## src/hw/rtl/stepper_trapezoid_ramp_core_defines.svh

```systemverilog
// Assertion macros shared by the stepper ramp RTL.
`ifndef STEPPER_TRAPEZOID_RAMP_CORE_DEFINES_SVH
`define STEPPER_TRAPEZOID_RAMP_CORE_DEFINES_SVH

// Same-cycle implication, checked on every rising edge outside reset.
`define STRAMP_ASSERT_NOW(label, clk, rst_n, ante, cons) \
    label: assert property (@(posedge clk) disable iff (!rst_n) (ante) |-> (cons)) \
        else $error("stramp: same-cycle check failed");

// Next-cycle implication, checked on every rising edge outside reset.
`define STRAMP_ASSERT_NEXT(label, clk, rst_n, ante, cons) \
    label: assert property (@(posedge clk) disable iff (!rst_n) (ante) |=> (cons)) \
        else $error("stramp: next-cycle check failed");

`endif

```

## src/hw/rtl/stramp_pkg.sv

```systemverilog
// Package with types, constants and helpers for the stepper ramp block.
package stramp_pkg;

    // Configuration port sizing and register indexes.
    localparam int CFG_DATA_W = 24;
    localparam int CFG_IDX_W  = 2;
    localparam logic [CFG_IDX_W-1:0] CFG_MIN_RELOAD     = 2'd0;
    localparam logic [CFG_IDX_W-1:0] CFG_MAX_RELOAD     = 2'd1;
    localparam logic [CFG_IDX_W-1:0] CFG_DECEL_DISTANCE = 2'd2;

    // Register reset values.
    localparam logic [23:0] MIN_RELOAD_RST     = 24'd1000;
    localparam logic [23:0] MAX_RELOAD_RST     = 24'd10000;
    localparam logic [15:0] DECEL_DISTANCE_RST = 16'd100;

    // Default ramp increment after reset.
    localparam int unsigned RELOAD_STEP_RESET_DEF = 16;

    // Request codes.
    localparam logic [1:0] REQ_TICK       = 2'd0;
    localparam logic [1:0] REQ_SET_TARGET = 2'd1;
    localparam logic [1:0] REQ_GO_HOME    = 2'd2;

    // Ramp constants.
    localparam logic [17:0] MIN_INCREMENT   = 18'd2;
    localparam logic [22:0] HOME_MIN_FLOOR  = 23'd20;
    localparam logic [16:0] TARGET_DEADBAND = 17'd10;
    localparam logic signed [15:0] HOME_TARGET = -16'sd100;
    localparam logic [31:0] IDLE_AT_ZERO    = 32'hFFFF_FFFF;

    // Reciprocal of five scaled by 2^23, rounded up; exact for 20-bit operands.
    localparam logic [20:0] RECIP5 = 21'd1677722;
    localparam int RECIP5_SHIFT    = 23;

    typedef enum logic [1:0] {
        MS_STOPPED,
        MS_ACCEL,
        MS_CRUISE,
        MS_DECEL
    } motion_state_t;

    typedef struct packed {
        logic [1:0]          req_type;
        logic signed [15:0]  target_steps;
    } req_t;

    typedef struct packed {
        logic [31:0]         reload;
        logic                step_pulse;
        logic                dir_high;
        logic                enable_pulse;
        logic signed [15:0]  position;
    } rsp_t;

    typedef struct packed {
        logic [23:0] min_reload;
        logic [23:0] max_reload;
        logic [15:0] decel_distance;
    } cfg_t;

    // Divide a 24-bit value by 80: shift out the factor sixteen, then
    // multiply by the reciprocal of five.
    function automatic logic [17:0] div80(input logic [23:0] x);
        logic [19:0] y;
        logic [40:0] prod;
        y    = x[23:4];
        prod = 41'(y) * 41'(RECIP5);
        return prod[RECIP5_SHIFT+17:RECIP5_SHIFT];
    endfunction

endpackage

```

## src/hw/rtl/stramp_stream_if.sv

```systemverilog
// Valid/ready stream interface carrying one word per handshake.
interface stramp_stream_if #(
    parameter type data_t = logic
);
    logic  valid;
    logic  ready;
    data_t data;

    modport source (output valid, output data, input ready);
    modport sink   (input valid, input data, output ready);
endinterface

```

## src/hw/rtl/stepper_trapezoid_ramp_core.sv

```systemverilog
// Top level of the trapezoidal stepper ramp generator.
//
//   channel  dir  word   contents
//   cmd      in   req_t  req_type, target_steps
//   rsp      out  rsp_t  reload, step_pulse, dir_high, enable_pulse, position
//   wr_*     in   -      register write: wr_en, wr_index, wr_data
//
// One word per cycle is sustained while rsp.ready is high; each word passes from
// acceptance through the input register and then the result register.
// The ramp update is a single combinational pass gated by a free result register.
// Reset clears the ramp state, the registers go to their defaults; no clearing pass.
// A stalled result holds its register, and the input register takes one more
// word behind it before cmd.ready drops.
module stepper_trapezoid_ramp_core #(
    parameter int unsigned RELOAD_STEP_RESET = stramp_pkg::RELOAD_STEP_RESET_DEF
) (
    input  logic                              clk,
    input  logic                              rst_n,
    stramp_stream_if.sink                     cmd,
    stramp_stream_if.source                   rsp,
    input  logic                              wr_en,
    input  logic [stramp_pkg::CFG_IDX_W-1:0]  wr_index,
    input  logic [stramp_pkg::CFG_DATA_W-1:0] wr_data
);
    import stramp_pkg::*;

    `include "stepper_trapezoid_ramp_core_defines.svh"

    logic  in_valid_reg, in_valid_next;
    req_t  in_data_reg;
    logic  out_valid_reg, out_valid_next;
    rsp_t  out_data_reg;
    logic  fire;
    logic  cmd_take;
    cfg_t  cfg;
    rsp_t  result;

    stramp_cfg_regs u_cfg_regs (
        .clk      (clk),
        .rst_n    (rst_n),
        .wr_en    (wr_en),
        .wr_index (wr_index),
        .wr_data  (wr_data),
        .cfg      (cfg)
    );

    stramp_ramp_engine #(
        .RELOAD_STEP_RESET (RELOAD_STEP_RESET)
    ) u_ramp_engine (
        .clk     (clk),
        .rst_n   (rst_n),
        .step_en (fire),
        .req     (in_data_reg),
        .cfg     (cfg),
        .result  (result)
    );

    // A held word is processed when the result register is free or being emptied.
    assign fire      = in_valid_reg && (!out_valid_reg || rsp.ready);
    assign cmd.ready = !in_valid_reg || fire;
    assign cmd_take  = cmd.valid && cmd.ready;

    always_comb
    begin
        in_valid_next  = cmd_take ? 1'b1 : (fire ? 1'b0 : in_valid_reg);
        out_valid_next = fire ? 1'b1 : (rsp.ready ? 1'b0 : out_valid_reg);
    end

    // Valid flags of the input and result registers.
    always_ff @(posedge clk or negedge rst_n)
    begin
        if (!rst_n)
        begin
            in_valid_reg  <= 1'b0;
            out_valid_reg <= 1'b0;
        end
        else
        begin
            in_valid_reg  <= in_valid_next;
            out_valid_reg <= out_valid_next;
        end
    end

    // Payload registers.
    always_ff @(posedge clk)
    begin
        if (cmd_take)
        begin
            in_data_reg <= cmd.data;
        end
        if (fire)
        begin
            out_data_reg <= result;
        end
    end

    assign rsp.valid = out_valid_reg;
    assign rsp.data  = out_data_reg;

    // A processed word always lands in the result register.
    `STRAMP_ASSERT_NEXT(a_fire_fills_out, clk, rst_n, fire, out_valid_reg)
    // A held word that is not processed is kept.
    `STRAMP_ASSERT_NEXT(a_in_kept, clk, rst_n, in_valid_reg && !fire, in_valid_reg)
    // Back-pressure on cmd only while a word waits in the input register.
    `STRAMP_ASSERT_NOW(a_ready_low_full, clk, rst_n, !cmd.ready, in_valid_reg && out_valid_reg)
endmodule

```

## src/hw/rtl/stramp_cfg_regs.sv

```systemverilog
// Configuration register file of the stepper ramp block.
module stramp_cfg_regs (
    input  logic                              clk,
    input  logic                              rst_n,
    input  logic                              wr_en,
    input  logic [stramp_pkg::CFG_IDX_W-1:0]  wr_index,
    input  logic [stramp_pkg::CFG_DATA_W-1:0] wr_data,
    output stramp_pkg::cfg_t                  cfg
);
    import stramp_pkg::*;

    cfg_t cfg_reg;
    cfg_t cfg_next;

    // Decode the write into the addressed register; other indexes are dropped.
    always_comb
    begin
        cfg_next = cfg_reg;
        if (wr_en)
        begin
            unique case (wr_index)
                CFG_MIN_RELOAD:     cfg_next.min_reload     = wr_data;
                CFG_MAX_RELOAD:     cfg_next.max_reload     = wr_data;
                CFG_DECEL_DISTANCE: cfg_next.decel_distance = wr_data[15:0];
                default:            cfg_next = cfg_reg;
            endcase
        end
    end

    always_ff @(posedge clk or negedge rst_n)
    begin
        if (!rst_n)
        begin
            cfg_reg.min_reload     <= MIN_RELOAD_RST;
            cfg_reg.max_reload     <= MAX_RELOAD_RST;
            cfg_reg.decel_distance <= DECEL_DISTANCE_RST;
        end
        else
        begin
            cfg_reg <= cfg_next;
        end
    end

    assign cfg = cfg_reg;
endmodule

```

## src/hw/rtl/stramp_ramp_engine.sv

```systemverilog
// Ramp state and the combinational update for one request word.
module stramp_ramp_engine #(
    parameter int unsigned RELOAD_STEP_RESET = stramp_pkg::RELOAD_STEP_RESET_DEF
) (
    input  logic              clk,
    input  logic              rst_n,
    input  logic              step_en,
    input  stramp_pkg::req_t  req,
    input  stramp_pkg::cfg_t  cfg,
    output stramp_pkg::rsp_t  result
);
    import stramp_pkg::*;

    motion_state_t      state_reg, state_next;
    logic               dir_pos_reg, dir_pos_next;
    logic signed [15:0] pos_reg, pos_next;
    logic signed [15:0] tgt_reg, tgt_next;
    logic               homing_reg, homing_next;
    logic [31:0]        reload_reg, reload_next;
    logic [23:0]        amr_reg, amr_next;
    logic [23:0]        inc_reg, inc_next;

    logic               pulse, enable, pos_clear;
    logic               pos_ne_tgt, reverse, far_from_tgt, capped;
    logic signed [16:0] delta;
    logic [16:0]        abs_delta;
    logic [31:0]        accel_reload, decel_reload;
    logic [32:0]        decel_sum;
    logic [23:0]        reload_span;
    logic [17:0]        span_div;
    logic [23:0]        inc_set;
    logic signed [16:0] tgt_dist;
    logic [16:0]        abs_dist;
    logic               tgt_ignored;
    logic [22:0]        half_min;
    logic [23:0]        amr_home;

    // Shared comparisons against the current position and target.
    always_comb
    begin
        pos_ne_tgt   = (pos_reg != tgt_reg);
        reverse      = (state_reg != MS_STOPPED) &&
                       (dir_pos_reg ? (tgt_reg < pos_reg) : (tgt_reg > pos_reg));
        delta        = 17'(tgt_reg) - 17'(pos_reg);
        abs_delta    = delta[16] ? 17'(-delta) : 17'(delta);
        far_from_tgt = abs_delta > {1'b0, cfg.decel_distance};
    end

    // Saturating ramp arithmetic for acceleration and deceleration.
    always_comb
    begin
        accel_reload = (reload_reg > {8'd0, inc_reg}) ? (reload_reg - {8'd0, inc_reg}) : '0;
        decel_sum    = {1'b0, reload_reg} + {9'd0, inc_reg};
        decel_reload = decel_sum[32] ? IDLE_AT_ZERO : decel_sum[31:0];
        capped       = decel_reload > {8'd0, cfg.max_reload};
    end

    // New ramp increment and deadband check for a set-target request, and the homing speed floor for go-home.
    always_comb
    begin
        reload_span = (cfg.max_reload >= cfg.min_reload) ?
                      (cfg.max_reload - cfg.min_reload) : '0;
        span_div    = div80(reload_span);
        inc_set     = (span_div < MIN_INCREMENT) ? {6'd0, MIN_INCREMENT} : {6'd0, span_div};
        tgt_dist    = 17'(tgt_reg) - 17'(req.target_steps);
        abs_dist    = tgt_dist[16] ? 17'(-tgt_dist) : 17'(tgt_dist);
        tgt_ignored = (abs_dist != '0) && (abs_dist < TARGET_DEADBAND);
        half_min    = cfg.min_reload[23:1];
        amr_home    = (half_min < HOME_MIN_FLOOR) ? {1'b0, HOME_MIN_FLOOR} : {1'b0, half_min};
    end

    // Next-state logic for every request kind.
    always_comb
    begin
        state_next   = state_reg;
        dir_pos_next = dir_pos_reg;
        tgt_next     = tgt_reg;
        homing_next  = homing_reg;
        reload_next  = reload_reg;
        amr_next     = amr_reg;
        inc_next     = inc_reg;
        pulse        = 1'b0;
        enable       = 1'b0;
        pos_clear    = 1'b0;

        unique case (req.req_type)
            REQ_TICK:
            begin
                // A reversal overrides the current phase with deceleration.
                state_next = reverse ? MS_DECEL : state_reg;
                unique case (state_next)
                    MS_STOPPED:
                    begin
                        if (pos_ne_tgt)
                        begin
                            enable       = 1'b1;
                            dir_pos_next = (pos_reg < tgt_reg);
                            state_next   = MS_ACCEL;
                            reload_next  = {8'd0, cfg.max_reload};
                            pulse        = 1'b1;
                        end
                        else
                        begin
                            reload_next = (pos_reg == '0) ? IDLE_AT_ZERO : '0;
                        end
                    end
                    MS_ACCEL:
                    begin
                        reload_next = accel_reload;
                        if (accel_reload < {8'd0, amr_reg})
                        begin
                            reload_next = {8'd0, amr_reg};
                            state_next  = MS_CRUISE;
                        end
                        if (pos_ne_tgt)
                        begin
                            pulse = 1'b1;
                        end
                        else if (accel_reload >= {8'd0, amr_reg})
                        begin
                            state_next = MS_STOPPED;
                        end
                    end
                    MS_CRUISE:
                    begin
                        if (far_from_tgt)
                        begin
                            pulse = 1'b1;
                        end
                        else
                        begin
                            state_next = MS_DECEL;
                        end
                    end
                    MS_DECEL:
                    begin
                        reload_next = capped ? {8'd0, cfg.max_reload} : decel_reload;
                        if (capped && reverse)
                        begin
                            // Back at start speed after a reversal: flip and stop.
                            dir_pos_next = !dir_pos_reg;
                            state_next   = MS_STOPPED;
                        end
                        else if (pos_ne_tgt)
                        begin
                            pulse = 1'b1;
                        end
                        else
                        begin
                            // Arrived; a negative target marks the home position.
                            reload_next = '0;
                            state_next  = MS_STOPPED;
                            if (tgt_reg < 0)
                            begin
                                tgt_next  = '0;
                                pos_clear = 1'b1;
                            end
                        end
                    end
                    default:
                    begin
                        state_next = MS_STOPPED;
                    end
                endcase
            end
            REQ_SET_TARGET:
            begin
                amr_next = cfg.min_reload;
                inc_next = inc_set;
                if (!tgt_ignored)
                begin
                    homing_next = 1'b0;
                    tgt_next    = req.target_steps;
                end
            end
            REQ_GO_HOME:
            begin
                if (!homing_reg && (tgt_reg > 0))
                begin
                    homing_next = 1'b1;
                    tgt_next    = HOME_TARGET;
                end
                amr_next = amr_home;
            end
            default:
            begin
                state_next = state_reg;
            end
        endcase
    end

    // Position update: one step in the new direction, or cleared on homing.
    always_comb
    begin
        if (pulse)
        begin
            pos_next = dir_pos_next ? (pos_reg + 16'sd1) : (pos_reg - 16'sd1);
        end
        else if (pos_clear)
        begin
            pos_next = '0;
        end
        else
        begin
            pos_next = pos_reg;
        end
    end

    // Result word built from the updated state.
    always_comb
    begin
        result.reload       = reload_next;
        result.step_pulse   = pulse;
        result.dir_high     = dir_pos_next;
        result.enable_pulse = enable;
        result.position     = pos_next;
    end

    // State registers advance once per processed request.
    always_ff @(posedge clk or negedge rst_n)
    begin
        if (!rst_n)
        begin
            state_reg   <= MS_STOPPED;
            dir_pos_reg <= 1'b1;
            pos_reg     <= '0;
            tgt_reg     <= '0;
            homing_reg  <= 1'b0;
            reload_reg  <= '0;
            amr_reg     <= MIN_RELOAD_RST;
            inc_reg     <= 24'(RELOAD_STEP_RESET);
        end
        else if (step_en)
        begin
            state_reg   <= state_next;
            dir_pos_reg <= dir_pos_next;
            pos_reg     <= pos_next;
            tgt_reg     <= tgt_next;
            homing_reg  <= homing_next;
            reload_reg  <= reload_next;
            amr_reg     <= amr_next;
            inc_reg     <= inc_next;
        end
    end
endmodule

```

## src/flat_wrapper.sv

```systemverilog
// flat-port wrapper written by rule: the top's interface ports become plain ports
module stepper_trapezoid_ramp_core_flat import stramp_pkg::*;
#(
    parameter int unsigned RELOAD_STEP_RESET = stramp_pkg::RELOAD_STEP_RESET_DEF
)
  (clk, rst_n, wr_en, wr_index, wr_data, cmd_valid, cmd_data, cmd_ready, rsp_valid, rsp_data, rsp_ready);
  stramp_stream_if #(.data_t(req_t)) cmd_i ();
  stramp_stream_if #(.data_t(rsp_t)) rsp_i ();
  input  logic clk;
  input  logic rst_n;
  input  logic wr_en;
  input  logic [stramp_pkg::CFG_IDX_W-1:0] wr_index;
  input  logic [stramp_pkg::CFG_DATA_W-1:0] wr_data;
  input wire logic [$bits(cmd_i.valid)-1:0] cmd_valid;
  input wire logic [$bits(cmd_i.data)-1:0] cmd_data;
  output wire logic [$bits(cmd_i.ready)-1:0] cmd_ready;
  output wire logic [$bits(rsp_i.valid)-1:0] rsp_valid;
  output wire logic [$bits(rsp_i.data)-1:0] rsp_data;
  input wire logic [$bits(rsp_i.ready)-1:0] rsp_ready;
  assign cmd_i.valid = cmd_valid;
  assign cmd_i.data = cmd_data;
  assign cmd_ready = cmd_i.ready;
  assign rsp_valid = rsp_i.valid;
  assign rsp_data = rsp_i.data;
  assign rsp_i.ready = rsp_ready;
  stepper_trapezoid_ramp_core #(.RELOAD_STEP_RESET(RELOAD_STEP_RESET)) u_core (.clk(clk), .rst_n(rst_n), .cmd(cmd_i), .rsp(rsp_i), .wr_en(wr_en), .wr_index(wr_index), .wr_data(wr_data));
endmodule
```

## config.mk

```make
export PLATFORM = sky130hd
export DESIGN_NAME = stepper_trapezoid_ramp_core_flat
export DESIGN_NICKNAME = d
export VERILOG_FILES = /design/src/hw/rtl/stramp_pkg.sv /design/src/hw/rtl/stramp_stream_if.sv /design/src/hw/rtl/stepper_trapezoid_ramp_core.sv /design/src/hw/rtl/stramp_cfg_regs.sv /design/src/hw/rtl/stramp_ramp_engine.sv /design/src/flat_wrapper.sv
export VERILOG_INCLUDE_DIRS = /design/src /design/src/hw/rtl
export SDC_FILE = /design/constraint.sdc
export NUM_CORES = 1
export LEC_CHECK = 0
export BUFFER_PORTS_ARGS = -buffer_cell sky130_fd_sc_hd__buf_4
export CAP_MARGIN = 15
export CORE_MARGIN = 2
export CORE_UTILIZATION = 35
export DETAILED_ROUTE_END_ITERATION = 10
export PLACE_DENSITY = 0.52
export SLEW_MARGIN = 20
export SYNTH_ARGS = -nofsm -noshare
export SYNTH_HDL_FRONTEND = slang
export SYNTH_HIERARCHICAL = 1
export SYNTH_SLANG_ARGS = --single-unit
```

## constraint.sdc

```tcl
create_clock -name clk -period 10.9 [get_ports clk]
set_clock_uncertainty 0.15 [all_clocks]
set_input_delay 0 -clock clk [delete_from_list [all_inputs] [get_ports clk]]
set_output_delay 0 -clock clk [all_outputs]
set_load 0.02 [all_outputs]
```

# After elaboration in Yosys (flattened, before gate mapping)
# Index checks and enable logic that the tools add are counted.
[word_totals]
regBits = 251
in_bits = 49
out_inout_bits = 53
elab_cells = 147
[classes]
add_sub_neg = 9
multipliers = 1
n_lt_le_gt_ge = 14
n_eq_ne = 14
mux = 57
reduce_logical = 32
[ops]
columns = ["op", "n"]
rows = [
  ["two-way mux 32 bit", 9],
  ["two-way mux 16 bit", 9],
  ["case mux 32 bit (3 select lines)", 1],
  ["greater-than comparator 32 x 24 -> 1 bit", 2],
  ["case mux 16 bit (3 select lines)", 1],
  ["case mux 24 bit (2 select lines)", 1],
  ["multiplier 20 x 20 -> 40 bit, second input constant", 1],
  ["two-way mux 17 bit", 2],
  ["negator 17 bit", 2],
  ["subtractor 16 x 16 -> 17 bit", 2],
  ["adder 32 x 24 -> 33 bit", 1],
  ["greater-or-equal comparator 32 x 24 -> 1 bit", 1],
  ["less-than comparator 16 bit", 2],
  ["less-than comparator 32 x 24 -> 1 bit", 1],
  ["subtractor 32 x 24 -> 32 bit", 1],
  ["greater-or-equal comparator 24 bit", 1],
  ["two-way mux 24 bit", 1],
  ["subtractor 24 bit", 1],
  ["less-than comparator 23 x 5 -> 1 bit, second input constant", 1],
  ["two-way mux 23 bit", 1],
  ["two-way mux 1 bit", 19],
  ["less-than comparator 18 x 2 -> 1 bit, second input constant", 1],
  ["two-way mux 18 bit", 1],
  ["greater-than comparator 17 x 16 -> 1 bit", 1],
  ["other kinds (26)", 64],
]

# Depth between registers and ports, before layout
[logic_depth]
word_depth = 9
ltp_mapped = 38
depth_no_buf = 37

# Cells and area by module
# The synthesis kept the hierarchy.
[by_module_without_submodules]
columns = ["module", "n_inst", "cells_each", "area_each_um2", "seq_area_each_um2"]
rows = [
  ["stramp_ramp_engine", 1, 2918, 23154.7, 2762.6],
  ["stramp_cfg_regs", 1, 136, 2432.3, 1619.1],
  ["stepper_trapezoid_ramp_core", 1, 77, 2175.8, 2122.0],
]

# Worst setup path after synthesis
# No wires, ideal clock.
[synth_timing]
kind = "reg-to-reg"
startpoint = "register u_core.u_cfg_regs.cfg_reg (netlist bit u_core/u_cfg_regs/cfg[47])"
endpoint = "register u_core.u_ramp_engine.inc_reg[0]"
setup_ns = 0.119
arrival_time_ns = 9.319
required_ns = 10.631
slack_ns = 1.312
path_stages_with_launch = 37
n_path_buf = 2
period_less_slack_ns = 9.588
path_cell_list = "dfstp_2 inv_1 ha_1 clkbuf_1 a21oi_1 nand2_1 or3_1 a31oi_1 o21ba_2 o21bai_1 a21boi_0 o2111ai_1 a21o_1 nor4b_1 a211o_1 ha_1 inv_1 fa_1 ha_1 inv_1 fa_1 inv_1 fa_1 fa_1 ha_1 ha_1 and3_1 clkbuf_1 a311oi_1 nand3_1 a211oi_1 o21bai_1 o31a_1 a21o_1 a2111oi_0 nand4_1 and2_1"
[synth_between]
elab_chain_cells = 5
word_cells_on_any_way = 6
cone_classes = "add/sub (1); mul (1); order compare (2); mux (2)"
[synth_lines]
columns = ["element", "line", "text"]
rows = [
  ["start, declared", "stramp_cfg_regs.sv:12", "cfg_t cfg_reg;"],
  ["start signal, assigned", "stramp_cfg_regs.sv:40", "cfg_reg <= cfg_next;"],
  ["subtractor 24 bit or greater-or-equal comparator 24 bit (tied branches)", "stramp_ramp_engine.sv:62, stramp_ramp_engine.sv:61", ""],
  ["two-way mux 24 bit (*)", "stramp_ramp_engine.sv:61", "reload_span = (cfg.max_reload >= cfg.min_reload) ?"],
  ["multiplier 20 x 20 -> 40 bit (*)", "stramp_pkg.sv:67", "prod = 41'(y) * 41'(RECIP5);"],
  ["less-than comparator 18 x 2 -> 1 bit", "stramp_ramp_engine.sv:64", "inc_set = (span_div < MIN_INCREMENT) ? {6'd0, MIN_INCREMENT} : {6'd0, span_div};"],
  ["two-way mux 18 bit (*)", "stramp_ramp_engine.sv:64", ""],
  ["end signal, assigned", "stramp_ramp_engine.sv:231", "inc_reg <= 24'(RELOAD_STEP_RESET);"],
  ["end signal, assigned", "stramp_ramp_engine.sv:242", "inc_reg <= inc_next;"],
  ["end, declared", "stramp_ramp_engine.sv:21", "logic [23:0] inc_reg, inc_next;"],
]
# Mark *: on every way between the ends. The rest lies on a longest branch, timed or not.
# A chain may end at the register's enable or synchronous reset.

# Worst setup path in the final report
[layout_timing]
startpoint = "register u_core.u_cfg_regs.cfg_reg (netlist bit u_core/u_cfg_regs/cfg[43])"
endpoint = "register u_core.u_ramp_engine.inc_reg[0]"
# The elaborated chain is that of the path after synthesis.

==> results.toml <==
[floorplanning]
rows = 103
core_area_sq_um = 78700
fp.dieArea_sq_um = 81600
start_util_pct = 35.3
pin_count = 102
dieWidth_microns = 286
chipHeight_microns = 286

[critical_path]
crit_path_end_kind = "flop"
slowest_delay_ns = 0.57
timing.rr.start = "u_core/u_cfg_regs/cfg[43]"
worstSetupPathType = "flop to flop"
cp-startpoint = "u_core/u_cfg_regs/cfg[43]"
critical_path.max_fanout = 9
crit_top_cell = "ha_1"
critPathRequiredTime_ns = 11.22
cpMaxStageDelayCell = "dfstp_2"
worstPathArrival_ns = 10.50
cp.buffers_inverters = 3
path_delay_family = "adder cells"
startpoint_type = "flop"

[detailed_routing]
ant_nets = 0
drc = 0
wl_mm = 89.9
routedWlPerCell_microns = 20.8
first_pass_iters = 5
dr.first_iter.drc_count = 1765
vias_per_cell = 5.46
num_vias = 23600

[sta]
setup_tns_ns = 0
whs_ns = 0.0459
drv_slew = 0
tightest_slew_ns = 1.02
post-route-min-period_ns = 10.18
finalHoldViolations = 0
setup_viol = 0
max_freq_mhz = 98.2
rsz0062_at_grt = "false"
timing.final.crit_share_pct = 93.4
layout_setup_ws_ns = 0.719
slew_headroom_pct = 31.9

[logic_synthesis]
synth.avg_cell_area_sq_um = 8.87
yosysWarnings = 6
synthArstFlopShare_pct = 71.8
synth-main-ff-cell = "dfrtp_1"
ys_types = 98
synth.top_cell.area_share_pct = 16.9
synth_most_common_cell = "inv_1"
ys_ff_latch = 245
synthCells = 3131
synth_top_area_cell = "ha_1"
ys_seq_area_share_pct = 23.4
synth_edf_count = 69
synth_area_leaders = "ha_1, dfrtp_1, fa_1"
syn_area_sq_um = 27800
synth_nets = 3687
synth_commonest_cells = "inv_1, ha_1, nand2_1"

[min_path]
min_path_type = "input pin to flop"
min_from = "wr_en"

[global_route]
grt_antenna_before_repair = 3
overflow = 0
grt_pass1_vias = 22900
grt_pass1_wl_mm = 139
grt_use_total_pct = 21.6
grt_max_degree = 115

[final_layout]
drive_gt1_share_pct = 10.6
final_nets = 3807
area_delta_synth_final_pct = 13.2
fin_area_sq_um = 31400
largest_reg_flops = 64

[place]
dp_slack_ns = 0.618
port-buffer-count = 101
hpwl_mm = 71.9
dpl_cell_area_sq_um = 29600
place.gp.congestion = 0.936

[clocking]
clock_sinks = 245
cts_buffers = 30
ctsHtreeMaxLevel = 1
clk_pin_slew_ns = 0.06
clock_latency_ns = 0.60
tritoncts = "yes"
cts_buffer_depth = 3
cts-root-buf = "clkbuf_16"

[run_status]
status = "complete, no violations"

[run]
drv_cap = 0
[placed cells by master, fill, tap and decap left out, types with 27 or more instances in the layout]
cell           instances
a21o_1                73
a21oi_1              169
a31oi_1               27
and3_1                31
buf_4                134
clkbuf_16             30
dfrtp_1              154
dlygate4sd3_1         69
edfxtp_1              69
fa_1                 131
ha_1                 375
inv_1                405
mux2_2                80
mux2i_1               46
nand2_1              256
nand2b_1              46
nand3_1               49
nand4_1               43
nor2_1               182
nor3_1                63
nor4_1                29
o211ai_1              31
o21ai_0              160
o221ai_1              38
xnor2_1               92
xor2_1                36
[worst paths after layout]
path | endpoint | slack, ns | cells past startpoint
setup / recovery | u_core/u_ramp_engine/inc_reg[0] | 0.72 | 34
hold / removal | u_core/u_cfg_regs/cfg[63] | 0.05 | 4
setup reg to reg | u_core/u_ramp_engine/inc_reg[0] | 0.72 | 34
hold reg to reg | u_core/u_ramp_engine/amr_reg[3] | 0.35 | 2
max in group asynchronous | u_core/u_ramp_engine/inc_reg[12] | 8.59 | 5
min in group asynchronous | u_core/u_ramp_engine/tgt_reg[8] | 0.31 | 3
[final cells by class]
| type | count | area (sq um) |
|---|---|---|
| Multi-Input combinational cell | 2363 | 19200 |
| Clock inverter | 19 | 315 |
| Clock buffer | 37 | 787 |
| Fill cell | 7996 | 47300 |
| Tap cell | 1050 | 1310 |
| Sequential cell | 245 | 6500 |
| Timing Repair Buffer | 205 | 1740 |
| Antenna cell | 1 | 2.50 |
| Inverter | 406 | 1530 |
[through the flow]
| step | instances | utilization, % |
|---|---|---|
| after global placement | 4198 | 37.6 |
| final | 4326 | 39.9 |
| after detailed placement | 4198 | 37.6 |
| after floorplan | 3131 | - |
| after CTS | 4322 | 39.9 |
| after global routing | 4325 | 39.9 |
[worst register-to-register path, delay by kind of cell, from the launching register on]
family	cells	cell delay, ns
buffers and inverters	3	0.15
and+or+nand+nor	7	1.89
adders and majority gates	9	3.72
DFF	1	0.57
xor gates and xnor gates	1	0.25
AOI/OAI and AO/OA	14	3.34
[logic make-up after synthesis]
| group | count (synthesis) | share of synthesized area [%] |
|---|---|---|
| and+or+nand+nor | 833 | 14.9 |
| AOI/OAI and AO/OA | 757 | 18.3 |
| buffers and inverters | 523 | 7.43 |
| adders and majority gates | 507 | 26.4 |
| DFF | 245 | 23.4 |
| muxes | 137 | 5.47 |
| xor gates and xnor gates | 129 | 4.12 |
[metal layers]
metal / vias up / wire length, microns / track usage, % / part of all wire, %
li1: 11400 / - / - / -
met1: 11600 / 44700 / 32.7 / 50
met2: 587 / 39000 / 33.6 / 43
met3: 75 / 4960 / 2.55 / 5.5
met4: 0 / 1230 / 3.04 / 1.4
met5: - / 0 / 0 / 0
[timing repair]
| action | 4_1_cts | 5_1_grt |
|---|---|---|
| buffers inserted | 0 | 1 |
| resized for setup | 0 | 3 |
| hold buffers | 68 | 1 |
| hold endpoints to repair | 215 | 42 |
| setup endpoints to repair | 0 | 2 |
Power is left out: the tool's default activity adds up to more than one toggle a clock period on the data nets, which glitch-free logic cannot reach.
